<file path="src/design/ssh_pkg.sv">
`timescale 1ns / 1ps

package ssh_pkg;

  localparam int NumSwitchesDef = 8;
  localparam int LevelW         = 8;
  localparam int CfgW           = 8;
  localparam int CfgIdxW        = 3;

  typedef enum logic [2:0] {
    EV_CLICK     = 3'd0,
    EV_RELEASE   = 3'd1,
    EV_HOLD      = 3'd2,
    EV_LONG_HOLD = 3'd3,
    EV_REPEAT    = 3'd4,
    EV_STATUS    = 3'd5
  } ev_code_e;

  localparam logic [CfgIdxW-1:0] CFG_ACTION_DELAY   = 3'd0;
  localparam logic [CfgIdxW-1:0] CFG_HOLD_TIME      = 3'd1;
  localparam logic [CfgIdxW-1:0] CFG_LONG_HOLD_TIME = 3'd2;
  localparam logic [CfgIdxW-1:0] CFG_REPEAT_DELAY   = 3'd3;
  localparam logic [CfgIdxW-1:0] CFG_HOLD_LIMIT     = 3'd4;
  localparam logic [CfgIdxW-1:0] CFG_INVERT_MASK    = 3'd5;

  typedef struct packed {
    logic [7:0] action_delay;
    logic [6:0] hold_time;
    logic [6:0] long_hold_time;
    logic [7:0] repeat_delay;
    logic [6:0] hold_limit;
  } cfg_t;

  // per-lane findings of one tick: primary event and repeat event
  typedef struct packed {
    logic     a_valid;
    ev_code_e a_code;
    logic     b_valid;
  } ev_t;

endpackage

</file>
<file path="src/design/ssh_in_if.sv">
`timescale 1ns / 1ps

interface ssh_in_if;
  logic       valid;
  logic       ready;
  logic [7:0] levels;

  modport source (output valid, output levels, input ready);
  modport sink (input valid, input levels, output ready);
endinterface

</file>
<file path="src/design/ssh_out_if.sv">
`timescale 1ns / 1ps

interface ssh_out_if;
  logic       valid;
  logic       ready;
  logic [2:0] switch_index;
  logic [2:0] event_code;
  logic [7:0] on_flags;
  logic       last;

  modport source (output valid, output switch_index, output event_code, output on_flags,
                  output last, input ready);
  modport sink (input valid, input switch_index, input event_code, input on_flags,
                input last, output ready);
endinterface

</file>
<file path="src/design/switch_scanner_hold_repeat_unit.sv">
`timescale 1ns / 1ps

// channel | dir | beat payload                                   | handshake
// in_i    | in  | levels[7:0]                                    | valid/ready
// out_o   | out | switch_index, event_code, on_flags, last       | valid/ready
// cfg     | in  | cfg_idx_i[2:0], cfg_data_i[7:0]                | cfg_we_i
//
// All switch lanes update in the cycle that a tick is taken.
// Its events plus one status beat leave one per cycle while out_o is
// ready, so a tick gives at most 17 beats for eight switches.
// Beats pass through a pending buffer, the tick being drained and the
// output register; one tick waits pending while the previous one drains.
// Reset clears all switch state and loads the register defaults.
// Output stalls back up into the pending buffer, then into in_i.ready.

module switch_scanner_hold_repeat_unit
  import ssh_pkg::*;
#(
  parameter int NUM_SWITCHES = NumSwitchesDef
) (
  input  logic               clk_i,
  input  logic               rst_ni,
  ssh_in_if.sink             in_i,
  ssh_out_if.source          out_o,
  input  logic               cfg_we_i,
  input  logic [CfgIdxW-1:0] cfg_idx_i,
  input  logic [CfgW-1:0]    cfg_data_i
);

  cfg_t                     cfg_q;
  logic [LevelW-1:0]        invert_q;
  logic                     accept;
  logic                     ready;
  logic [NUM_SWITCHES-1:0]  active;
  logic [NUM_SWITCHES-1:0]  on_next;
  ev_t  [NUM_SWITCHES-1:0]  lane_ev;
  logic [7:0]               flags;
  ev_code_e                 out_code;

  always_ff @(posedge clk_i or negedge rst_ni) begin
    if (!rst_ni) begin
      cfg_q.action_delay   <= 8'd0;
      cfg_q.hold_time      <= 7'd50;
      cfg_q.long_hold_time <= 7'd100;
      cfg_q.repeat_delay   <= 8'd10;
      cfg_q.hold_limit     <= 7'd127;
      invert_q             <= '0;
    end else if (cfg_we_i) begin
      case (cfg_idx_i)
        CFG_ACTION_DELAY:   cfg_q.action_delay   <= cfg_data_i;
        CFG_HOLD_TIME:      cfg_q.hold_time      <= cfg_data_i[6:0];
        CFG_LONG_HOLD_TIME: cfg_q.long_hold_time <= cfg_data_i[6:0];
        CFG_REPEAT_DELAY:   cfg_q.repeat_delay   <= cfg_data_i;
        CFG_HOLD_LIMIT:     cfg_q.hold_limit     <= cfg_data_i[6:0];
        CFG_INVERT_MASK:    invert_q             <= cfg_data_i;
        default: ;
      endcase
    end
  end

  assign accept     = in_i.valid && ready;
  assign in_i.ready = ready;

  always_comb begin
    for (int i = 0; i < NUM_SWITCHES; i++) begin
      if (i < LevelW) begin
        active[i] = in_i.levels[i] ^ invert_q[i];
      end else begin
        active[i] = 1'b0;
      end
    end
    for (int i = 0; i < 8; i++) begin
      if (i < NUM_SWITCHES) begin
        flags[i] = on_next[i];
      end else begin
        flags[i] = 1'b0;
      end
    end
  end

  for (genvar g = 0; g < NUM_SWITCHES; g++) begin : g_lane
    ssh_lane u_lane (
      .clk_i    (clk_i),
      .rst_ni   (rst_ni),
      .step_i   (accept),
      .active_i (active[g]),
      .cfg_i    (cfg_q),
      .ev_o     (lane_ev[g]),
      .on_o     (on_next[g])
    );
  end

  ssh_merge #(
    .NumSwitches (NUM_SWITCHES)
  ) u_merge (
    .clk_i       (clk_i),
    .rst_ni      (rst_ni),
    .load_i      (accept),
    .ev_i        (lane_ev),
    .flags_i     (flags),
    .ready_o     (ready),
    .out_valid_o (out_o.valid),
    .out_ready_i (out_o.ready),
    .out_index_o (out_o.switch_index),
    .out_code_o  (out_code),
    .out_flags_o (out_o.on_flags),
    .out_last_o  (out_o.last)
  );

  assign out_o.event_code = out_code;

endmodule

</file>
<file path="src/design/ssh_lane.sv">
`timescale 1ns / 1ps

module ssh_lane
  import ssh_pkg::*;
(
  input  logic clk_i,
  input  logic rst_ni,
  input  logic step_i,
  input  logic active_i,
  input  cfg_t cfg_i,
  output ev_t  ev_o,
  output logic on_o
);

  logic       was_q, was_d;
  logic       on_q, on_d;
  logic [7:0] dly_q, dly_d;
  logic [6:0] hold_q, hold_d;
  logic [7:0] rep_q, rep_d;

  always_comb begin
    was_d       = was_q;
    on_d        = on_q;
    dly_d       = dly_q;
    hold_d      = hold_q;
    rep_d       = rep_q;
    ev_o        = '0;
    ev_o.a_code = EV_CLICK;

    if (active_i && !was_d) begin
      was_d = 1'b1;
      dly_d = cfg_i.action_delay;
    end else if (!active_i && was_d) begin
      if (on_d) begin
        ev_o.a_valid = 1'b1;
        ev_o.a_code  = EV_RELEASE;
        on_d         = 1'b0;
      end
      was_d = 1'b0;
    end

    if (was_d) begin
      if (!on_d) begin
        if (dly_d == 8'd0) begin
          ev_o.a_valid = 1'b1;
          ev_o.a_code  = EV_CLICK;
          on_d         = 1'b1;
          hold_d       = 7'd0;
          rep_d        = 8'd0;
        end else begin
          dly_d = dly_d - 8'd1;
        end
      end else begin
        if (hold_d < cfg_i.hold_limit) begin
          if (hold_d == cfg_i.hold_time) begin
            ev_o.a_valid = 1'b1;
            ev_o.a_code  = EV_HOLD;
            rep_d        = cfg_i.repeat_delay;
          end else if (hold_d == cfg_i.long_hold_time) begin
            ev_o.a_valid = 1'b1;
            ev_o.a_code  = EV_LONG_HOLD;
          end
          hold_d = hold_d + 7'd1;
        end
        if (rep_d != 8'd0) begin
          rep_d = rep_d - 8'd1;
          if (rep_d == 8'd0) begin
            ev_o.b_valid = 1'b1;
            rep_d        = cfg_i.repeat_delay;
          end
        end
      end
    end
  end

  assign on_o = on_d;

  always_ff @(posedge clk_i or negedge rst_ni) begin
    if (!rst_ni) begin
      was_q  <= 1'b0;
      on_q   <= 1'b0;
      dly_q  <= '0;
      hold_q <= '0;
      rep_q  <= '0;
    end else if (step_i) begin
      was_q  <= was_d;
      on_q   <= on_d;
      dly_q  <= dly_d;
      hold_q <= hold_d;
      rep_q  <= rep_d;
    end
  end

endmodule

</file>
<file path="src/design/ssh_merge.sv">
`timescale 1ns / 1ps

module ssh_merge
  import ssh_pkg::*;
#(
  parameter int NumSwitches = NumSwitchesDef
) (
  input  logic                   clk_i,
  input  logic                   rst_ni,
  input  logic                   load_i,
  input  ev_t [NumSwitches-1:0]  ev_i,
  input  logic [7:0]             flags_i,
  output logic                   ready_o,
  output logic                   out_valid_o,
  input  logic                   out_ready_i,
  output logic [2:0]             out_index_o,
  output ev_code_e               out_code_o,
  output logic [7:0]             out_flags_o,
  output logic                   out_last_o
);

  localparam int MaskW = 2 * NumSwitches;
  localparam int SelW  = $clog2(MaskW);
  localparam int LaneW = (NumSwitches > 1) ? $clog2(NumSwitches) : 1;

  // pending tick (filled on input beat)
  logic                   pend_valid_q;
  logic [MaskW-1:0]       pend_mask_q;
  ev_code_e               pend_code_q [NumSwitches];
  logic [7:0]             pend_flags_q;

  // tick being drained
  logic                   act_valid_q;
  logic [MaskW-1:0]       act_mask_q;
  ev_code_e               act_code_q [NumSwitches];
  logic [7:0]             act_flags_q;

  // output register
  logic                   out_valid_q;
  logic [2:0]             out_index_q;
  ev_code_e               out_code_q;
  logic [7:0]             out_flags_q;
  logic                   out_last_q;

  logic                   found;
  logic [SelW-1:0]        sel;
  logic [LaneW-1:0]       lane;
  logic                   emit, done, act_load;
  logic [MaskW-1:0]       ev_mask;

  always_comb begin
    found = 1'b0;
    sel   = '0;
    for (int k = 0; k < MaskW; k++) begin
      if (!found && act_mask_q[k]) begin
        found = 1'b1;
        sel   = SelW'(k);
      end
    end
  end

  always_comb begin
    for (int i = 0; i < NumSwitches; i++) begin
      ev_mask[2*i]   = ev_i[i].a_valid;
      ev_mask[2*i+1] = ev_i[i].b_valid;
    end
  end

  assign lane     = LaneW'(sel >> 1);
  assign emit     = act_valid_q && (!out_valid_q || out_ready_i);
  assign done     = emit && !found;
  assign act_load = pend_valid_q && (!act_valid_q || done);
  assign ready_o  = !pend_valid_q || act_load;

  always_ff @(posedge clk_i or negedge rst_ni) begin
    if (!rst_ni) begin
      pend_valid_q <= 1'b0;
      act_valid_q  <= 1'b0;
      act_mask_q   <= '0;
      out_valid_q  <= 1'b0;
    end else begin
      if (load_i) begin
        pend_valid_q <= 1'b1;
      end else if (act_load) begin
        pend_valid_q <= 1'b0;
      end

      if (act_load) begin
        act_valid_q <= 1'b1;
        act_mask_q  <= pend_mask_q;
      end else if (emit) begin
        if (found) begin
          act_mask_q[sel] <= 1'b0;
        end else begin
          act_valid_q <= 1'b0;
        end
      end

      if (emit) begin
        out_valid_q <= 1'b1;
      end else if (out_ready_i) begin
        out_valid_q <= 1'b0;
      end
    end
  end

  always_ff @(posedge clk_i) begin
    if (load_i) begin
      pend_mask_q  <= ev_mask;
      pend_flags_q <= flags_i;
      for (int i = 0; i < NumSwitches; i++) begin
        pend_code_q[i] <= ev_i[i].a_code;
      end
    end
    if (act_load) begin
      act_flags_q <= pend_flags_q;
      for (int i = 0; i < NumSwitches; i++) begin
        act_code_q[i] <= pend_code_q[i];
      end
    end
    if (emit) begin
      out_flags_q <= act_flags_q;
      if (found) begin
        out_index_q <= 3'(lane);
        out_code_q  <= sel[0] ? EV_REPEAT : act_code_q[lane];
        out_last_q  <= 1'b0;
      end else begin
        out_index_q <= 3'd0;
        out_code_q  <= EV_STATUS;
        out_last_q  <= 1'b1;
      end
    end
  end

  assign out_valid_o = out_valid_q;
  assign out_index_o = out_index_q;
  assign out_code_o  = out_code_q;
  assign out_flags_o = out_flags_q;
  assign out_last_o  = out_last_q;

endmodule

</file>
<file path="src/flat_wrapper.sv">
// flat-port wrapper written by rule: the top's interface ports become plain ports
module switch_scanner_hold_repeat_unit_flat import ssh_pkg::*;
#(
  parameter int NUM_SWITCHES = NumSwitchesDef
)
  (clk_i, rst_ni, cfg_we_i, cfg_idx_i, cfg_data_i, in_i_valid, in_i_levels, in_i_ready, out_o_valid, out_o_switch_index, out_o_event_code, out_o_on_flags, out_o_last, out_o_ready);
  ssh_in_if in_i_i ();
  ssh_out_if out_o_i ();
  input  logic clk_i;
  input  logic rst_ni;
  input  logic cfg_we_i;
  input  logic [CfgIdxW-1:0] cfg_idx_i;
  input  logic [CfgW-1:0] cfg_data_i;
  input wire logic [$bits(in_i_i.valid)-1:0] in_i_valid;
  input wire logic [$bits(in_i_i.levels)-1:0] in_i_levels;
  output wire logic [$bits(in_i_i.ready)-1:0] in_i_ready;
  output wire logic [$bits(out_o_i.valid)-1:0] out_o_valid;
  output wire logic [$bits(out_o_i.switch_index)-1:0] out_o_switch_index;
  output wire logic [$bits(out_o_i.event_code)-1:0] out_o_event_code;
  output wire logic [$bits(out_o_i.on_flags)-1:0] out_o_on_flags;
  output wire logic [$bits(out_o_i.last)-1:0] out_o_last;
  input wire logic [$bits(out_o_i.ready)-1:0] out_o_ready;
  assign in_i_i.valid = in_i_valid;
  assign in_i_i.levels = in_i_levels;
  assign in_i_ready = in_i_i.ready;
  assign out_o_valid = out_o_i.valid;
  assign out_o_switch_index = out_o_i.switch_index;
  assign out_o_event_code = out_o_i.event_code;
  assign out_o_on_flags = out_o_i.on_flags;
  assign out_o_last = out_o_i.last;
  assign out_o_i.ready = out_o_ready;
  switch_scanner_hold_repeat_unit #(.NUM_SWITCHES(NUM_SWITCHES)) u_core (.clk_i(clk_i), .rst_ni(rst_ni), .in_i(in_i_i), .out_o(out_o_i), .cfg_we_i(cfg_we_i), .cfg_idx_i(cfg_idx_i), .cfg_data_i(cfg_data_i));
endmodule
</file>
<file path="config.mk">
export PLATFORM = sky130hd
export DESIGN_NAME = switch_scanner_hold_repeat_unit_flat
export DESIGN_NICKNAME = d
export VERILOG_FILES = /design/src/design/ssh_pkg.sv /design/src/design/ssh_in_if.sv /design/src/design/ssh_out_if.sv /design/src/design/switch_scanner_hold_repeat_unit.sv /design/src/design/ssh_lane.sv /design/src/design/ssh_merge.sv /design/src/flat_wrapper.sv
export SDC_FILE = /design/constraint.sdc
export NUM_CORES = 1
export LEC_CHECK = 0
export BUFFER_PORTS_ARGS = -buffer_cell sky130_fd_sc_hd__buf_4
export CAP_MARGIN = 20
export CORE_ASPECT_RATIO = 1.5
export CORE_UTILIZATION = 56
export CTS_CLUSTER_SIZE = 28
export DETAILED_ROUTE_END_ITERATION = 6
export PLACE_DENSITY_LB_ADDON = 0.2
export SLEW_MARGIN = 10
export SYNTH_ARGS = -nofsm -noshare
export SYNTH_HDL_FRONTEND = slang
export SYNTH_HIERARCHICAL = 1
export SYNTH_SLANG_ARGS = --single-unit
</file>
<file path="constraint.sdc">
create_clock -name clk_i -period 5 [get_ports clk_i]
set_clock_uncertainty 0.2 [all_clocks]
set_input_delay 0.25 -clock clk_i [delete_from_list [all_inputs] [get_ports clk_i]]
set_output_delay 0.25 -clock clk_i [all_outputs]
set_load 0.02 [all_outputs]
</file>
==> results of run 1 <==
## worst min path at each step
| stage | slack [ps] | end | startpoint | cells past startpoint |
|---|---|---|---|---|
| after global placement | 120 | u_core/g_lane[7].u_lane/rep_q[3]$_DFFE_PN0P_ | rst_ni | 1 |
| after detailed placement | 130 | u_core/g_lane[7].u_lane/rep_q[3]$_DFFE_PN0P_ | rst_ni | 1 |
| after global routing | 80 | u_core/g_lane[5].u_lane/on_q$_DFFE_PN0P_ | in_i_levels[5] | 5 |
| after CTS | 20 | u_core/g_lane[6].u_lane/on_q$_DFFE_PN0P_ | in_i_levels[6] | 5 |
| final | 60 | u_core/g_lane[6].u_lane/on_q$_DFFE_PN0P_ | in_i_levels[6] | 5 |
| after floorplan | -250 | u_core/cfg_q[11]$_DFFE_PN0P_ | rst_ni | 0 |
## layout by cell type (no fill, tap or decap), types with 17 or more instances in the layout
cell type,instances
a211oi_1,17
a21oi_1,94
a22o_1,22
a22oi_1,39
a31oi_1,23
and3_1,19
buf_4,107
clkbuf_16,42
dfrtp_1,248
edfxtp_1,95
ha_1,96
inv_1,132
mux2_2,73
mux2i_1,85
nand2_1,272
nand2b_1,45
nand3_1,55
nand4_1,46
nor2_1,281
nor2b_1,28
nor3_1,65
nor3b_1,17
nor4_1,56
o211ai_1,18
o21ai_0,142
o21ai_1,21
o221ai_1,27
o22ai_1,18
o2bb2ai_1,24
xnor2_1,145
xor2_1,133
## where the power goes
group | total [mW] | internal (mW) | switching [mW]
logic | 7.58 | 3.20 | 4.38
registers | 5.43 | 3.96 | 1.48
clock network | 2.96 | 1.66 | 1.30
total | 16.0 | 8.83 | 7.15
## worst max-delay path: cells and delay by family, from the launching register on
kind            cells  cell delay (ps)
simple gates        3              800
compound gates      6             1450
xor+xnor            1              180
fa+ha+maj           2              670
buf+inv             1               80
mux                 2              500
flops               1              690
## timing repair
action | in CTS | in global routing
gates resized for setup | 0 | 3
hold buffers | 13 | 0
endpoints found under the hold margin | 133 | 0
setup buffers | 0 | 0
setup endpoints to repair | 0 | 7
## logic make-up (layout without fill, tap and decap cells)
group | count (synthesis) | count (layout) | share of synthesized area (%)
flops | 359 | 359 | 36.5
xor+xnor | 278 | 278 | 9.39
other cells | 8 | 9 | 0.116
compound gates | 631 | 631 | 17.3
simple gates | 1018 | 1018 | 21.0
buf+inv | 266 | 327 | 4.47
fa+ha+maj | 96 | 96 | 4.63
mux | 159 | 159 | 6.49
## cells in the mapped netlist (all sizes together) (17+ instances only)
| master | count | area (sq um) |
|---|---|---|
| a22oi | 39 | 293 |
| a211oi | 17 | 128 |
| o31ai | 17 | 141 |
| edfxtp | 95 | 2850 |
| buf | 55 | 353 |
| nor3b | 21 | 163 |
| nor2 | 282 | 1060 |
| xnor2 | 145 | 1270 |
| a22o | 22 | 193 |
| mux2 | 74 | 833 |
| and2 | 23 | 144 |
| o21ai | 164 | 832 |
| clkbuf | 78 | 302 |
| nor2b | 28 | 175 |
| o211ai | 21 | 190 |
| nor4b | 24 | 352 |
| nand4 | 47 | 309 |
| inv | 132 | 495 |
| mux2i | 85 | 851 |
| nand2 | 273 | 1030 |
| nand3 | 56 | 285 |
| nor3 | 66 | 335 |
| a21oi | 102 | 593 |
| o2bb2ai | 25 | 238 |
| o221ai | 27 | 236 |
| o22ai | 18 | 113 |
| xor2 | 133 | 1160 |
| ha | 96 | 1200 |
| nand2b | 47 | 299 |
| a31oi | 24 | 156 |
| and3 | 20 | 126 |
| nor4 | 71 | 669 |
| o21bai | 19 | 165 |
| dfrtp | 249 | 6230 |
## state kept, by name, summed over array words and instances, names as in the netlist, 16 cells and up
| name | flops |
|---|---|
| u_core/u_merge/pend_mask_q | 16 |
| u_core/u_merge/pend_code_q | 24 |
| u_core/cfg_q | 37 |
| u_core/u_merge/act_code_q | 24 |
| u_core/g_lane.u_lane/rep_q | 64 |
| u_core/u_merge/act_mask_q | 16 |
| u_core/g_lane.u_lane/hold_q | 56 |
| u_core/g_lane.u_lane/dly_q | 64 |
## metal layers
metal  wire (microns)  part of all wire [%]  vias to the layer above  GRT usage, %
met5                0                     0                        -             0
met3             4820                   6.5                      204          4.56
met2            36800                    50                      853          54.3
met1            29400                    40                    10919          38.5
met4             3310                   4.5                        0          15.6
li1                 -                     -                    10250             -
## cell type report
type                            instances  area (sq um)  area share [%]
Multi-Input combinational cell       2190         15300            54.1
Sequential cell                       359          9480            33.5
Clock buffer                           51          1120            3.97
Timing Repair Buffer                  123           988            3.49
Tap cell                              588           736            2.60
Inverter                              133           504            1.78
Clock inverter                         20           169           0.596
Antenna cell                            1          2.50         0.00883
==> summary.md, run 1 <==
| Metric | Value |
|---|---|
| Status | finished with violations |
| Failing checks | DRC |
| IO buf count | 40 |
| Final cell count without fillers | 3,465 |
| GRT Total Usage | 31.6% |
| Share of layout cells above drive strength 1 | 12.5% |
| Core ar. | 45,800 sq um |
| Max IR drop VDD | about 0.00035 V |
| Worst Setup SP | u_core/cfg_q[2]$_DFFE_PN1P_ |
| DIE AREA | roughly 47,000 sq um |
| Detailed-router iteration count before antenna repair | 7 |
| Syn Inst Count | 2,815 |
| Vias | about 22,000 |
| Leak pwr | 11.8 nW |
| Util after Layout | around 62% |
| Synthesis-stage register bit count | 359 |
| Critical R2R Capture | u_core/g_lane[5].u_lane/rep_q[1]$_DFFE_PN0P_ |
| Tcrit/Tclk final | 94.1% |
| Critical path class | flip-flop to flip-flop |
| Slew Limit Fails | 0 |
| Worst-Margin Slew | roughly 1000 ps |
| Power Density | 564 nW/um^2 |
| RSZ-0062 raised after global routing | false |
| WP data required | 5240 ps |
| CP arrival | 4940 ps |
| Clk_lat worst skew | 570 ps |
| Ys flop type | dfrtp_1 |
| Post-synthesis cell type count | 102 |
| Number of placed I/O pins | slightly above 40 |
| Worst setup path end | u_core/g_lane[5].u_lane/rep_q[1]$_DFFE_PN0P_ |
| Worst r2r src | u_core/cfg_q[2]$_DFFE_PN1P_ |
| Max clock buf depth | 3 |
| Ys async rst share | 73.5% |
| Post-synth EDFFs | 95 |
| Critical path cell sequence | inv_1, ha_1, a21o_1, a31oi_1, o221a_2, and2_1, mux2i_1, ha_1, nor3b_1, xnor2_1, nand4_1, a211oi_1, a21oi_4, mux2i_1, a221o_1 |
| F_max | about 210 MHz |
| Starting DRT DRC Count | 1,831 |
| CP Launch Type | flip-flop |
| H-tree level count | 2 |
| Die height | 266 microns |
| Reg2reg setup slack | between 200 and 300 ps |
| Max Cap Viol | 0 |
| First-pass GRT wire length | 118 mm |
| Area growth from synthesis to layout | 9.20% |
| Syn_nets | 2,935 |
| Clk pin slew, worst setup/hold paths | roughly 60 ps |
| Hold Crit Class | input pin to flip-flop |
| Critical-path top delay cell | dfstp_2 |
| Dpl ws | 302 ps |
| DR WL/cell | 21.4 microns |
| Syn Std Cell Area | 25,900 sq um |
| Synth Warn # | 6 |
| Post-synthesis sequential area ratio | 36.5% |
| Starting Density | 56.7% |
| Sink Count | 359 |
| Setup TNS | 0 ps |
| Crit end category | flip-flop |
| Crit-path max FO | 9 |
| FP Rows | 96 |
| Avg Vias per Cell | 6.41 |
| Vias in the first global route | 22,171 |
| Post-DP HPWL | 51.9 mm |
| DRC Markers | 10 |
| Power Total | ~16 mW |
| GRT overflow | 0 |
| GP Congestion | 0.958 |
| Rel. slew slack | between 30% and 40% |
| Fill cells | 3,809 |
| Placed Cells | 3,380 |
| Routed wire length | between 70 and 80 mm |
| Initial antenna violation count | 1 |
| Die X | 178 microns |
| Largest net degree at the start of global routing | approximately 110 |
| Avg Inst Size Synth | 9.21 sq um |
| Endpoints failing setup | 0 |
| Worst setup margin | roughly 290 ps |
| TritonCTS Buffers | 39 |
| Clock period minus worst slack | between 4000 and 5000 ps |
| WHS | between 60 and 70 ps |
| Final count of hold timing violations | 0 |
| CP max stage delay | ~690 ps |
| Cell Area, Placed | 26,900 sq um |
| Design Area, Final | 28,300 sq um |
| R2R cell count | 15 |
| CTS root buffer | clkbuf_16 |
| Final net count | 2,966 |
| TritonCTS clock tree | built |
| Final ANT Viol Nets | 0 |
Power figures use the tool's default switching activity.
==> run 2, diff against run 1 <==
--- a/config.mk
+++ b/config.mk
@@ -8,10 +8,10 @@
 export BUFFER_PORTS_ARGS = -buffer_cell sky130_fd_sc_hd__buf_4
 export CAP_MARGIN = 20
 export CORE_ASPECT_RATIO = 1.5
-export CORE_UTILIZATION = 56
+export CORE_UTILIZATION = 55
 export CTS_CLUSTER_SIZE = 28
 export DETAILED_ROUTE_END_ITERATION = 6
-export PLACE_DENSITY_LB_ADDON = 0.2
+export PLACE_DENSITY = 0.71
 export SLEW_MARGIN = 10
 export SYNTH_ARGS = -nofsm -noshare
 export SYNTH_HDL_FRONTEND = slang
==> run 2 against run 1 <==
Compared with the run above:
- the flow still finishes with violations (DRC)
- global-route usage fell by 0.57 points
- die area rose by 1.8%
- routed wire length fell by 0.40%
- via count rose by 0.36%
- critical path depth did not move
- worst setup slack got worse by 39 ps
- sequential share of layout area barely moved
- power rose by 0.15%
==> summary.md, run 2 (synthesized netlist as in run 1, its figures left out) <==
| Metric | Value |
|---|---|
| Worst setup margin | 254 ps |
| Routed wire length | 74.0 mm |
| Rel. slew slack | 25.7% |
| Final count of hold timing violations | 0 |
| GRT Total Usage | 31.1% |
| Detailed-router iteration count before antenna repair | 7 |
| Clk_lat worst skew | 560 ps |
| First-pass GRT wire length | around 120 mm |
| Endpoints failing setup | 0 |
| Hold Crit Class | input pin to flip-flop |
| Sink Count | 359 |
| CP arrival | 4980 ps |
| Setup TNS | 0 ps |
| WP data required | 5230 ps |
| Clock period minus worst slack | ~4700 ps |
| TritonCTS Buffers | 37 |
| Top Registers | u_core/g_lane.u_lane/dly_q: 64 flops, u_core/g_lane.u_lane/rep_q: 64 flops, u_core/g_lane.u_lane/hold_q: 56 flops |
| Vias | 22,306 |
| Fill cells | 3,948 |
| F_max | about 210 MHz |
| Ant diodes | 0 |
| Worst Setup SP | u_core/cfg_q[2]$_DFFE_PN1P_ |
| Avg Vias per Cell | 6.44 |
| Critical path class | flip-flop to flip-flop |
| CTS root buffer | clkbuf_16 |
| Most frequent cells in the layout | 281 x nor2_1, 272 x nand2_1, 248 x dfrtp_1 |
| GRT overflow | 0 |
| RSZ-0062 raised after global routing | false |
| Commonest non-fill, non-tap cell in the layout | nor2_1 |
| Max Cap Viol | 0 |
| Clk pwr share | 18.5% |
| Number of placed I/O pins | 41 |
| Worst r2r src | u_core/cfg_q[2]$_DFFE_PN1P_ |
| Starting DRT DRC Count | 1,547 |
| DIE AREA | 48,000 sq um |
| H-tree level count | 2 |
| Starting Density | between 50% and 60% |
| Core ar. | 46,600 sq um |
| Slew Limit Fails | 0 |
| Register area | 9480 sq um |
| Max IR drop VDD | 0.000401 V |
| Worst Min Path Start | cfg_idx_i[1] |
| TritonCTS clock tree | built |
| Post-DP HPWL | 52.2 mm |
| Initial antenna violation count | 0 |
| Power Density | roughly 560 nW/um^2 |
| Clk pin slew, worst setup/hold paths | 60 ps |
| CP Launch Type | flip-flop |
| Share of layout cells above drive strength 1 | 12.3% |
| IO buf count | 40 |
| Area growth from synthesis to layout | 9.24% |
| Switching pwr | between 7 and 8 mW |
| Final ANT Viol Nets | 0 |
| Failing checks | DRC |
| Area occupied by multi-input gates | 15,300 sq um |
| Combinational Power Share | between 40% and 50% |
| Dpl ws | between 300 and 400 ps |
| Status | finished with violations |
| DRC Markers | 6 |
| Die X | 179 microns |
| Leak pwr | 11.8 nW |
| Crit-path max FO | 9 |
| Max clock buf depth | 3 |
| Die height | 268 microns |
| Tcrit/Tclk final | 94.9% |
| Final net count | 2,963 |
| Vias in the first global route | 22,371 |
| Int Power | between 8 and 9 mW |
| Sw Share | 44.4% |
| FP Rows | slightly below 100 |
| DR WL/cell | about 21 microns |
| Crit end category | flip-flop |
| Sequential power share | 34.0% |
| Worst-Margin Slew | about 1100 ps |
| GP Congestion | 0.931 |
| Largest net degree at the start of global routing | approximately 110 |
==> run 2: cell count changes in the layout (fill, tap and decap cells not counted), sizes merged <==
cell,before,now
bufinv,1,5
diode,1,0
dlygate4sd3,13,12
inv,137,134
clkinv,13,12
clkinvlp,2,3
clkbuf,51,47
==> run 2: through the flow <==
step	hold slack [ps]	util, %	total power [mW]	cell area, sq um	std cells
after floorplan	-246	-	10.8	25900	2815
after global placement	162	57.8	12.6	26900	3386
after CTS	10.6	60.8	15.9	28300	3466
final	37.4	60.8	16.0	28300	3466
after global routing	53.4	60.8	17.0	28300	3466
after detailed placement	167	57.8	12.9	26900	3386
==> run 2: final timing paths <==
kind	end	slack (ps)	cells past startpoint
worst min register to register	u_core/u_merge/act_code_q[4][1]$_DFFE_PP_	210	0
worst max register to register	u_core/g_lane[2].u_lane/rep_q[1]$_DFFE_PN0P_	250	15
min in group asynchronous	u_core/g_lane[6].u_lane/hold_q[1]$_DFFE_PN0P_	160	2
worst min-delay path	u_core/cfg_q[4]$_DFFE_PN1P_	40	3
max in group asynchronous	u_core/cfg_q[11]$_DFFE_PN0P_	3380	3
worst max-delay path	u_core/g_lane[2].u_lane/rep_q[1]$_DFFE_PN0P_	250	15
==> run 2: worst max-delay path, stage by stage (launching register included) <==
cell      delay, ps
dfstp_2         680
inv_1            80
ha_1            310
a21o_1          160
a31oi_1         210
o221a_2         320
and2_1          180
mux2i_1         370
ha_1            400
nor3b_1         470
xnor2_1         180
nand4_1         130
a211oi_1        350
a21oi_4         120
mux2i_1         150
a221o_1         320
==> run 2: area by class of cell <==
class,count,area share [%]
clock buffers,47,3.62
clock inverters,21,0.883
inverters,133,1.78
multi-input cells,2190,54.1
flip-flops and latches,359,33.5
well taps,594,2.62
repair buffers,122,3.54
==> run 2: power groups by stage <==
stage | logic [mW] | clock network (mW) | registers (mW)
6_report | 7.60 | 2.96 | 5.45
4_1_cts | 7.50 | 3.00 | 5.40
2_1_floorplan | 5.88 | 0 | 4.89
3_3_place_gp | 7.21 | 0 | 5.40
3_5_place_dp | 7.46 | 0 | 5.45
5_1_grt | 8.36 | 3.11 | 5.55
==> run 2: routing by layer <==
layer,part of all wire [%],vias up,global-route usage [%]
met4,4.9,0,16.0
met1,39,10885,37.5
met3,6.0,253,3.92
li1,-,10251,-
met5,0,-,0
met2,50,917,53.6
==> run 2: what timing repair did <==
item | 4_1_cts | 5_1_grt
hold buffers | 12 | 0
setup endpoints to repair | 0 | 5
buffers inserted | 0 | 0
endpoints found under the hold margin | 139 | 0
gates resized for setup | 0 | 3
